## config.mk

```make
export PLATFORM = sky130hd
export DESIGN_NAME = direct_mapped_cache_tag_checker_core_flat
export DESIGN_NICKNAME = d
export VERILOG_FILES = /design/src/rtl/core/dmc_pkg.sv /design/src/rtl/core/dmc_access_if.sv /design/src/rtl/core/dmc_result_if.sv /design/src/rtl/core/dmc_index.sv /design/src/rtl/core/dmc_tag_store.sv /design/src/rtl/core/direct_mapped_cache_tag_checker_core.sv /design/src/flat_wrapper.sv
export SDC_FILE = /design/constraint.sdc
export NUM_CORES = 2
export LEC_CHECK = 0
export BUFFER_PORTS_ARGS = -buffer_cell sky130_fd_sc_hd__buf_2
export CAP_MARGIN = 20
export CORE_UTILIZATION = 35
export CTS_CLUSTER_DIAMETER = 30
export CTS_CLUSTER_SIZE = 16
export DETAILED_ROUTE_END_ITERATION = 16
export MAX_ROUTING_LAYER = met4
export PLACE_DENSITY_LB_ADDON = 0.12
export SETUP_SLACK_MARGIN = 0.4
export SYNTH_ARGS = -nofsm -noshare
export SYNTH_HDL_FRONTEND = slang
export SYNTH_MEMORY_MAX_BITS = 65536
export SYNTH_SLANG_ARGS = --single-unit
```

## constraint.sdc

```tcl
create_clock -name clk -period 11.7 [get_ports clk]
set_clock_uncertainty 0.05 [all_clocks]
set_input_delay 0 -clock clk [delete_from_list [all_inputs] [get_ports clk]]
set_output_delay 0 -clock clk [all_outputs]
set_load 0.05 [all_outputs]
```

## src/rtl/core/dmc_pkg.sv

```systemverilog
// ----------------------------------------------------------------------------
// dmc_pkg
// Shared types, constants and helpers of the direct-mapped tag checker.
// ----------------------------------------------------------------------------
`timescale 1ns / 1ps

package dmc_pkg;

    localparam int ADDR_W = 32;
    localparam int CNT_W  = 32;

    typedef logic [CNT_W-1:0] count_t;

    localparam count_t CNT_MAX = '1;

    typedef enum logic {
        OP_READ  = 1'b0,
        OP_WRITE = 1'b1
    } op_e;

    // Tag width for a given set count and line-number width. A non
    // power-of-two set count leaves one extra quotient bit.
    function automatic int tag_width(input int set_count, input int line_w);
        int k;
        k = $clog2(set_count);
        if ((1 << k) == set_count)
        begin
            return line_w - k;
        end
        return line_w - k + 1;
    endfunction

    function automatic count_t sat_inc(input count_t v);
        return (v == CNT_MAX) ? v : v + count_t'(1);
    endfunction

endpackage

```

## src/rtl/core/dmc_access_if.sv

```systemverilog
// ----------------------------------------------------------------------------
// dmc_access_if
// Access channel: one memory access (kind and byte address) per item.
// ----------------------------------------------------------------------------
`timescale 1ns / 1ps

interface dmc_access_if;
    import dmc_pkg::*;

    logic              valid;
    logic              ready;
    logic              operation;
    logic [ADDR_W-1:0] address;

    modport source (output valid, output operation, output address, input ready);
    modport sink   (input valid, input operation, input address, output ready);
endinterface

```

## src/rtl/core/dmc_result_if.sv

```systemverilog
// ----------------------------------------------------------------------------
// dmc_result_if
// Result channel: hit flag and the four running access counters.
// ----------------------------------------------------------------------------
`timescale 1ns / 1ps

interface dmc_result_if;
    import dmc_pkg::*;

    logic   valid;
    logic   ready;
    logic   hit;
    count_t reads_seen;
    count_t read_hits_seen;
    count_t writes_seen;
    count_t write_hits_seen;

    modport source (
        output valid, output hit, output reads_seen, output read_hits_seen,
        output writes_seen, output write_hits_seen, input ready
    );
    modport sink (
        input valid, input hit, input reads_seen, input read_hits_seen,
        input writes_seen, input write_hits_seen, output ready
    );
endinterface

```

## src/rtl/core/dmc_index.sv

```systemverilog
// ----------------------------------------------------------------------------
// dmc_index
// Splits a line number into set index (line mod SET_COUNT) and tag
// (line div SET_COUNT). Power-of-two: bit slice. Otherwise: two-stage
// reciprocal multiply, then remainder by multiply and subtract.
// ----------------------------------------------------------------------------
`timescale 1ns / 1ps

module dmc_index #(
    parameter int SET_COUNT   = 256,
    parameter int OFFSET_BITS = 6
) (
    input  logic                                       clk,
    input  logic                                       rst_n,
    input  logic                                       in_valid,
    output logic                                       in_ready,
    input  logic                                       in_op,
    input  logic [dmc_pkg::ADDR_W-OFFSET_BITS-1:0]     in_line,
    output logic                                       out_valid,
    input  logic                                       out_ready,
    output logic                                       out_op,
    output logic [$clog2(SET_COUNT)-1:0]               out_set,
    output logic [dmc_pkg::tag_width(SET_COUNT,
                  dmc_pkg::ADDR_W-OFFSET_BITS)-1:0]    out_tag
);
    import dmc_pkg::*;

    localparam int LINE_W = ADDR_W - OFFSET_BITS;
    localparam int SET_W  = $clog2(SET_COUNT);
    localparam int TAG_W  = tag_width(SET_COUNT, LINE_W);
    localparam bit POW2   = ((1 << SET_W) == SET_COUNT);

    generate
        if (POW2)
        begin : g_pow2
            assign in_ready  = out_ready;
            assign out_valid = in_valid;
            assign out_op    = in_op;
            assign out_set   = in_line[SET_W-1:0];
            assign out_tag   = in_line[LINE_W-1:SET_W];
        end
        else
        begin : g_recip
            localparam int PROD_W = 2 * LINE_W + 1;
            // ceil(2^(LINE_W+SET_W) / SET_COUNT), exact for every line number
            localparam logic [63:0] MAGIC_FULL =
                ((64'd1 << (LINE_W + SET_W)) + 64'(SET_COUNT) - 64'd1) / 64'(SET_COUNT);
            localparam logic [LINE_W:0]   MAGIC = MAGIC_FULL[LINE_W:0];
            localparam logic [LINE_W-1:0] DIVISOR = LINE_W'(SET_COUNT);

            logic              s1_vld_reg;
            logic              s1_op_reg;
            logic [LINE_W-1:0] s1_line_reg;
            logic [TAG_W-1:0]  s1_q_reg;
            logic              s2_vld_reg;
            logic              s2_op_reg;
            logic [SET_W-1:0]  s2_set_reg;
            logic [TAG_W-1:0]  s2_tag_reg;
            logic [PROD_W-1:0] prod;
            logic [LINE_W-1:0] q_times_d;
            logic [LINE_W-1:0] rem;
            logic              s1_take;
            logic              s2_take;

            assign s2_take  = !s2_vld_reg || out_ready;
            assign s1_take  = !s1_vld_reg || s2_take;
            assign in_ready = s1_take;

            assign prod      = PROD_W'(in_line) * PROD_W'(MAGIC);
            assign q_times_d = LINE_W'(s1_q_reg) * DIVISOR;
            assign rem       = s1_line_reg - q_times_d;

            always_ff @(posedge clk or negedge rst_n)
            begin
                if (!rst_n)
                begin
                    s1_vld_reg <= 1'b0;
                    s2_vld_reg <= 1'b0;
                end
                else
                begin
                    if (s1_take)
                    begin
                        s1_vld_reg <= in_valid;
                    end
                    if (s2_take)
                    begin
                        s2_vld_reg <= s1_vld_reg;
                    end
                end
            end

            always_ff @(posedge clk)
            begin
                if (s1_take && in_valid)
                begin
                    s1_op_reg   <= in_op;
                    s1_line_reg <= in_line;
                    s1_q_reg    <= prod[LINE_W+SET_W +: TAG_W];
                end
                if (s2_take && s1_vld_reg)
                begin
                    s2_op_reg  <= s1_op_reg;
                    s2_set_reg <= rem[SET_W-1:0];
                    s2_tag_reg <= s1_q_reg;
                end
            end

            assign out_valid = s2_vld_reg;
            assign out_op    = s2_op_reg;
            assign out_set   = s2_set_reg;
            assign out_tag   = s2_tag_reg;
        end
    endgenerate

endmodule

```

## src/rtl/core/dmc_tag_store.sv

```systemverilog
// ----------------------------------------------------------------------------
// dmc_tag_store
// Tag memory, one {valid, tag} word per set, registered read.
// Clears itself after reset; forwards a write that lands in the cycle of
// a read to the same set.
// ----------------------------------------------------------------------------
`timescale 1ns / 1ps

module dmc_tag_store #(
    parameter int SET_COUNT = 256,
    parameter int TAG_W     = 18
) (
    input  logic                         clk,
    input  logic                         rst_n,
    output logic                         busy,
    input  logic                         rd_en,
    input  logic [$clog2(SET_COUNT)-1:0] rd_set,
    input  logic [TAG_W-1:0]             cmp_tag,
    output logic                         hit,
    input  logic                         wr_en,
    input  logic [$clog2(SET_COUNT)-1:0] wr_set,
    input  logic [TAG_W-1:0]             wr_tag
);
    localparam int SET_W = $clog2(SET_COUNT);
    localparam logic [SET_W-1:0] LAST_SET = SET_W'(SET_COUNT - 1);

    logic [TAG_W:0]     mem [SET_COUNT];
    logic [TAG_W:0]     rdata_reg;
    logic               busy_reg;
    logic [SET_W-1:0]   clr_idx_reg;
    logic               fwd_sel_reg;
    logic [TAG_W-1:0]   fwd_tag_reg;
    logic               mem_we;
    logic [SET_W-1:0]   mem_waddr;
    logic [TAG_W:0]     mem_wdata;

    assign busy = busy_reg;

    always_comb
    begin
        if (busy_reg)
        begin
            mem_we    = 1'b1;
            mem_waddr = clr_idx_reg;
            mem_wdata = '0;
        end
        else
        begin
            mem_we    = wr_en;
            mem_waddr = wr_set;
            mem_wdata = {1'b1, wr_tag};
        end
    end

    always_ff @(posedge clk or negedge rst_n)
    begin
        if (!rst_n)
        begin
            busy_reg    <= 1'b1;
            clr_idx_reg <= '0;
            fwd_sel_reg <= 1'b0;
        end
        else
        begin
            if (busy_reg)
            begin
                if (clr_idx_reg == LAST_SET)
                begin
                    busy_reg <= 1'b0;
                end
                else
                begin
                    clr_idx_reg <= clr_idx_reg + SET_W'(1);
                end
            end
            if (rd_en)
            begin
                fwd_sel_reg <= wr_en && (wr_set == rd_set);
            end
        end
    end

    always_ff @(posedge clk)
    begin
        if (mem_we)
        begin
            mem[mem_waddr] <= mem_wdata;
        end
    end

    always_ff @(posedge clk)
    begin
        if (rd_en)
        begin
            rdata_reg   <= mem[rd_set];
            fwd_tag_reg <= wr_tag;
        end
    end

    // memory returns the old word on a same-cycle write; forward instead
    assign hit = fwd_sel_reg ? (fwd_tag_reg == cmp_tag)
                             : (rdata_reg[TAG_W] && (rdata_reg[TAG_W-1:0] == cmp_tag));

endmodule

```

## src/rtl/core/direct_mapped_cache_tag_checker_core.sv

```systemverilog
// ----------------------------------------------------------------------------
// direct_mapped_cache_tag_checker_core
// Direct-mapped cache hit/miss checker with saturating access counters.
// ----------------------------------------------------------------------------
// Usage:
//   access (sink): one item per memory access, operation (0 read, 1 write)
//     and a 32-bit byte address. Line = address >> OFFSET_BITS, set =
//     line mod SET_COUNT, tag = line div SET_COUNT.
//   result (source): one item per access: hit flag plus the read, read-hit,
//     write and write-hit counts including this access, saturating at max.
//   A miss, read or write, allocates: the set becomes valid with the tag.
// Pipeline: split stages (non-power-of-two SET_COUNT only), compare, result.
// Throughput: one item per cycle while results are taken; the single tag
//   memory does one read and one write per cycle, a back-to-back access
//   to the same set is forwarded.
// Reset: counters clear; the tag memory is swept clear, one set per cycle,
//   with access.ready held low during the sweep.
// Stall: a result holds until taken; the compare stage and the split
//   stages still take items until each is occupied.
// ----------------------------------------------------------------------------
`timescale 1ns / 1ps

module direct_mapped_cache_tag_checker_core #(
    parameter int SET_COUNT   = 256,
    parameter int OFFSET_BITS = 6
) (
    input  logic         clk,
    input  logic         rst_n,
    dmc_access_if.sink   access,
    dmc_result_if.source result
);
    import dmc_pkg::*;

    localparam int LINE_W = ADDR_W - OFFSET_BITS;
    localparam int SET_W  = $clog2(SET_COUNT);
    localparam int TAG_W  = tag_width(SET_COUNT, LINE_W);

    // split stage outputs
    logic               busy;
    logic               idx_in_valid;
    logic               idx_in_ready;
    logic               idx_out_valid;
    logic               idx_out_op;
    logic [SET_W-1:0]   idx_out_set;
    logic [TAG_W-1:0]   idx_out_tag;

    // compare stage: memory data for this item arrives while it sits here
    logic               r_vld_reg;
    logic               r_op_reg;
    logic [SET_W-1:0]   r_set_reg;
    logic [TAG_W-1:0]   r_tag_reg;

    logic               out_vld_reg;
    logic               hit_reg;
    count_t             reads_reg;
    count_t             read_hits_reg;
    count_t             writes_reg;
    count_t             write_hits_reg;
    count_t             reads_next;
    count_t             read_hits_next;
    count_t             writes_next;
    count_t             write_hits_next;

    logic               out_free;
    logic               r_take;
    logic               rd_en;
    logic               wr_en;
    logic               lookup_hit;
    logic               retire;

    // no access taken during the post-reset clearing sweep
    assign idx_in_valid = access.valid && !busy;
    assign access.ready = idx_in_ready && !busy;

    dmc_index #(
        .SET_COUNT   (SET_COUNT),
        .OFFSET_BITS (OFFSET_BITS)
    ) u_index (
        .clk       (clk),
        .rst_n     (rst_n),
        .in_valid  (idx_in_valid),
        .in_ready  (idx_in_ready),
        .in_op     (access.operation),
        .in_line   (access.address[ADDR_W-1:OFFSET_BITS]),
        .out_valid (idx_out_valid),
        .out_ready (r_take),
        .out_op    (idx_out_op),
        .out_set   (idx_out_set),
        .out_tag   (idx_out_tag)
    );

    assign out_free = !out_vld_reg || result.ready;
    assign r_take   = !r_vld_reg || out_free;
    assign retire   = r_vld_reg && out_free;
    // read issued as the item enters the compare stage
    assign rd_en    = idx_out_valid && r_take;
    // allocate on miss as the item leaves the compare stage
    assign wr_en    = retire && !lookup_hit;

    dmc_tag_store #(
        .SET_COUNT (SET_COUNT),
        .TAG_W     (TAG_W)
    ) u_tag_store (
        .clk     (clk),
        .rst_n   (rst_n),
        .busy    (busy),
        .rd_en   (rd_en),
        .rd_set  (idx_out_set),
        .cmp_tag (r_tag_reg),
        .hit     (lookup_hit),
        .wr_en   (wr_en),
        .wr_set  (r_set_reg),
        .wr_tag  (r_tag_reg)
    );

    always_ff @(posedge clk or negedge rst_n)
    begin
        if (!rst_n)
        begin
            r_vld_reg <= 1'b0;
        end
        else if (r_take)
        begin
            r_vld_reg <= idx_out_valid;
        end
    end

    always_ff @(posedge clk)
    begin
        if (rd_en)
        begin
            r_op_reg  <= idx_out_op;
            r_set_reg <= idx_out_set;
            r_tag_reg <= idx_out_tag;
        end
    end

    always_comb
    begin
        reads_next      = reads_reg;
        read_hits_next  = read_hits_reg;
        writes_next     = writes_reg;
        write_hits_next = write_hits_reg;
        if (r_op_reg == OP_WRITE)
        begin
            writes_next = sat_inc(writes_reg);
            if (lookup_hit)
            begin
                write_hits_next = sat_inc(write_hits_reg);
            end
        end
        else
        begin
            reads_next = sat_inc(reads_reg);
            if (lookup_hit)
            begin
                read_hits_next = sat_inc(read_hits_reg);
            end
        end
    end

    // counters double as the result payload: they move only with a new result
    always_ff @(posedge clk or negedge rst_n)
    begin
        if (!rst_n)
        begin
            out_vld_reg    <= 1'b0;
            hit_reg        <= 1'b0;
            reads_reg      <= '0;
            read_hits_reg  <= '0;
            writes_reg     <= '0;
            write_hits_reg <= '0;
        end
        else if (retire)
        begin
            out_vld_reg    <= 1'b1;
            hit_reg        <= lookup_hit;
            reads_reg      <= reads_next;
            read_hits_reg  <= read_hits_next;
            writes_reg     <= writes_next;
            write_hits_reg <= write_hits_next;
        end
        else if (result.ready)
        begin
            out_vld_reg <= 1'b0;
        end
    end

    assign result.valid           = out_vld_reg;
    assign result.hit             = hit_reg;
    assign result.reads_seen      = reads_reg;
    assign result.read_hits_seen  = read_hits_reg;
    assign result.writes_seen     = writes_reg;
    assign result.write_hits_seen = write_hits_reg;

endmodule

```

## src/flat_wrapper.sv

```systemverilog
// flat-port wrapper written by rule: the top's interface ports become plain ports
module direct_mapped_cache_tag_checker_core_flat import dmc_pkg::*;
#(
    parameter int SET_COUNT   = 256,
    parameter int OFFSET_BITS = 6
)
  (clk, rst_n, access_valid, access_operation, access_address, access_ready, result_valid, result_hit, result_reads_seen, result_read_hits_seen, result_writes_seen, result_write_hits_seen, result_ready);
  dmc_access_if access_i ();
  dmc_result_if result_i ();
  input  logic clk;
  input  logic rst_n;
  input wire logic [$bits(access_i.valid)-1:0] access_valid;
  input wire logic [$bits(access_i.operation)-1:0] access_operation;
  input wire logic [$bits(access_i.address)-1:0] access_address;
  output wire logic [$bits(access_i.ready)-1:0] access_ready;
  output wire logic [$bits(result_i.valid)-1:0] result_valid;
  output wire logic [$bits(result_i.hit)-1:0] result_hit;
  output wire logic [$bits(result_i.reads_seen)-1:0] result_reads_seen;
  output wire logic [$bits(result_i.read_hits_seen)-1:0] result_read_hits_seen;
  output wire logic [$bits(result_i.writes_seen)-1:0] result_writes_seen;
  output wire logic [$bits(result_i.write_hits_seen)-1:0] result_write_hits_seen;
  input wire logic [$bits(result_i.ready)-1:0] result_ready;
  assign access_i.valid = access_valid;
  assign access_i.operation = access_operation;
  assign access_i.address = access_address;
  assign access_ready = access_i.ready;
  assign result_valid = result_i.valid;
  assign result_hit = result_i.hit;
  assign result_reads_seen = result_i.reads_seen;
  assign result_read_hits_seen = result_i.read_hits_seen;
  assign result_writes_seen = result_i.writes_seen;
  assign result_write_hits_seen = result_i.write_hits_seen;
  assign result_i.ready = result_ready;
  direct_mapped_cache_tag_checker_core #(.SET_COUNT(SET_COUNT), .OFFSET_BITS(OFFSET_BITS)) u_core (.clk(clk), .rst_n(rst_n), .access(access_i), .result(result_i));
endmodule
```

==> reports/qor.yml <==
routedLengthMet1_um: 244000
die_y_um: 753
core_um2: 562000
finalSetupTns_ns: 0
ys_ff_latch: 5069
r2r-start: "u_core.u_tag_store.rdata_reg[6]"
routedWlPerCell_um: 30.4
criticalPathCategory: "reg -> reg"
min_path_type: "in -> reg"
grt.total_usage_pct: 21.1
htreeDepth: 7
numCtsBuffers: 1218
min-delay-start: "access_address[24]"
ys.flop_type: "edfxtp_1"
path_buf_inv: 3
clkLatencyLatePin_ns: 1.17
switchingPower_uw: 11600
met2_length_um: 284000
slowest_stage: "and2_1"
cts_tree: "built"
antenna_found_initial: 37
num_rows: 275
syn_nets: 9591
vias_per_cell: 5.33
yosys.area.top_type: "edfxtp_1"
synth-edff-count: 4928
design_area_um2: 250000
yosysSeqAreaShare_pct: 76.7
vias: 103000
p_per_area_nw_per_um2: 219
io_pins: 168
grt_overflow_total: 0
synth_area_leaders: "edfxtp_1 (75%), mux4_2 (10%), mux2i_1 (3.9%)"
cp.depth: 10
largest_reg_flops: 4864
drtIter0Drc: 9795
leakage_uw: 0.0824
tightest_slew_ns: 1.27
cts_resized: 0
synth.cell_area_um2: 198000
crit_top_cell: "buf_4"
grt_pass1_wl_um: 821000
power_frac_clock_pct: 59.1
hold_violations: 0
gp_congestion: 0.888
hpwl_um: 345000
async_flop_share_pct: 2.78
fin_crit_sh_pct: 44.7
hold_ws_ns: 0.0981
dieWidth_um: 753
slowest_delay_ns: 0.96
endpoint_kind: "register"
routed.top_layer: "met4"
slew_viol_final: 0
setup_viol: 0
rr_worst_depth: 10
status: "complete, no violations"
synth_cells: 9549
clockBufferDepth: 5
path_clk_slew_ns: 0.05
die-area_um2: 568000
ant_nets: 0
r2r_slack_ns: 6.47
cp_max_fo: 22
slew_headroom_pct: 15.0
regToRegEndpoint: "u_core.u_tag_store.mem[111][0]"
most-common-layout-cells: "edfxtp_1 (4928), clkbuf_16 (1245), mux4_2 (915)"
p_sw_share_pct: 21.1
fmax_ghz: 0.191
drc_errors: 0
synthDistinctLibCells: 72
mostFrequentLayoutCell: "edfxtp_1"
cp_data_arrival_time_ns: 5.97
placed_area_um2: 210000
p_int_uw: 43100
cpLargestDelayFamily: "simple AND/OR/NAND/NOR gates"
fillers: 48000
p_comb_share_pct: 4.0
path_cells: "xnor2_1 > nand4_1 > nor4_1 > a32oi_1 > and2_1 > a41oi_4 > buf_4 > buf_4 > nor2_2 > buf_4"
synth_area_per_cell_um2: 20.7
numPortBuffers: 161
vdd_drop_max_v: 0.000156
yosysWarnings: 0
drt-total-wl_um: 588000
fin_crit_ns: 5.23
yosysTopAreaCellShare_pct: 74.9
grt_max_degree: 181
cp.required_ns: 12.44
syn_to_final_growth_pct: 26.5
clock_sinks: 5069
drt_pass1_iterations: 6
nets: 11000
worstHoldPathCells: 3
drive_above_1_share_pct: 31.5
maxCapViolCount: 0
initial_core_util_pct: 35.2
wl_met3_um: 38200
power_frac_seq_pct: 36.9
min_to: "u_core.r_tag_reg[10]"
rsz0062_at_grt: "false"
grt_pass1_vias: 108000
clockRootBuffer: "clkbuf_16"
start_kind: "register"
top_register: "u_core.u_tag_store.mem"
metrics by stage:
| step | util (%) | std cells | setup slack (ns) | total power, uW |
|---|---|---|---|---|
| 6_report | 44.5 | 19300 | 6.47 | 54700 |
| 5_1_grt | 44.5 | 19300 | 6.29 | 56200 |
| 4_1_cts | 44.5 | 19300 | 6.15 | 55200 |
| 3_5_place_dp | 37.3 | 17100 | 6.14 | 22700 |
| 3_3_place_gp | 37.2 | 17100 | 6.34 | 22700 |
| 2_1_floorplan | - | 9549 | 3.02 | 21800 |
layer usage:
layer / global-route usage [%] / vias up
li1: - / 43300
met1: 26.8 / 54900
met2: 33.1 / 3737
met3: 4.51 / 1144
met4: 8.49 / 0
met5: - / -
Yosys cell counts (86+ instances only):
cell type	number
mux4_2	915
edfxtp_1	4928
o221ai_1	347
o22ai_1	142
xnor2_1	127
mux2i_1	778
nor2_1	331
nand2_1	172
buf_2	94
nand3_1	86
nor3_1	318
a21oi_1	194
clkbuf_1	219
dfrtp_1	140
repair_timing:
action | in CTS | in global routing
endpoints found under the hold margin | 339 | 0
hold buffers | 59 | 0
buffers inserted | 0 | 0
power by group through the flow:
| stage | clock network (uW) | logic (uW) | registers [uW] |
|---|---|---|---|
| 6_report | 32300 | 2190 | 20200 |
| 5_1_grt | 33700 | 2310 | 20200 |
| 4_1_cts | 32800 | 2230 | 20200 |
| 3_5_place_dp | 0 | 2210 | 20500 |
| 3_3_place_gp | 0 | 2170 | 20500 |
| 2_1_floorplan | 0 | 1180 | 20600 |
area by class of cell:
cell class	count	area (um^2)	share of cell area (%)
Sequential cell	5069	152000	60.6
Multi-Input combinational cell	3906	43500	17.4
Clock buffer	1399	31800	12.7
Tap cell	7479	9360	3.74
Clock inverter	703	7600	3.04
Timing Repair Buffer	726	5980	2.39
Inverter	29	129	0.0516
Antenna cell	32	80.1	0.0320
logic make-up (layout without fill, tap and decap cells):
group,Yosys count,count (layout),share of synthesized area (%)
xor gates and xnor gates,173,173,0.767
AOI/OAI and AO/OA,817,817,3.01
buffers and inverters,574,2857,1.91
other,0,32,0
and+or+nand+nor,1193,1193,3.00
adders and majority gates,5,5,0.0317
muxes,1718,1718,14.6
DFF,5069,5069,76.7
tightest hold or removal path: stages:
cell           delay (ns)
dlygate4sd3_1        0.53
buf_2                0.10
dlygate4sd3_1        0.53
worst max path at each step:
stage                                     start                          endpoint
2_1_floorplan           u_core.u_tag_store.busy     u_core.u_tag_store.mem[0][10]
3_3_place_gp                  access_address[7]  u_core.u_tag_store.rdata_reg[11]
3_5_place_dp            u_core.u_tag_store.busy     u_core.u_tag_store.mem[60][8]
4_1_cts                 u_core.u_tag_store.busy     u_core.u_tag_store.mem[60][4]
5_1_grt        u_core.u_tag_store.rdata_reg[18]    u_core.u_tag_store.mem[111][0]
6_report        u_core.u_tag_store.rdata_reg[6]    u_core.u_tag_store.mem[111][0]
Note: power is estimated with default switching activity, not from simulation.
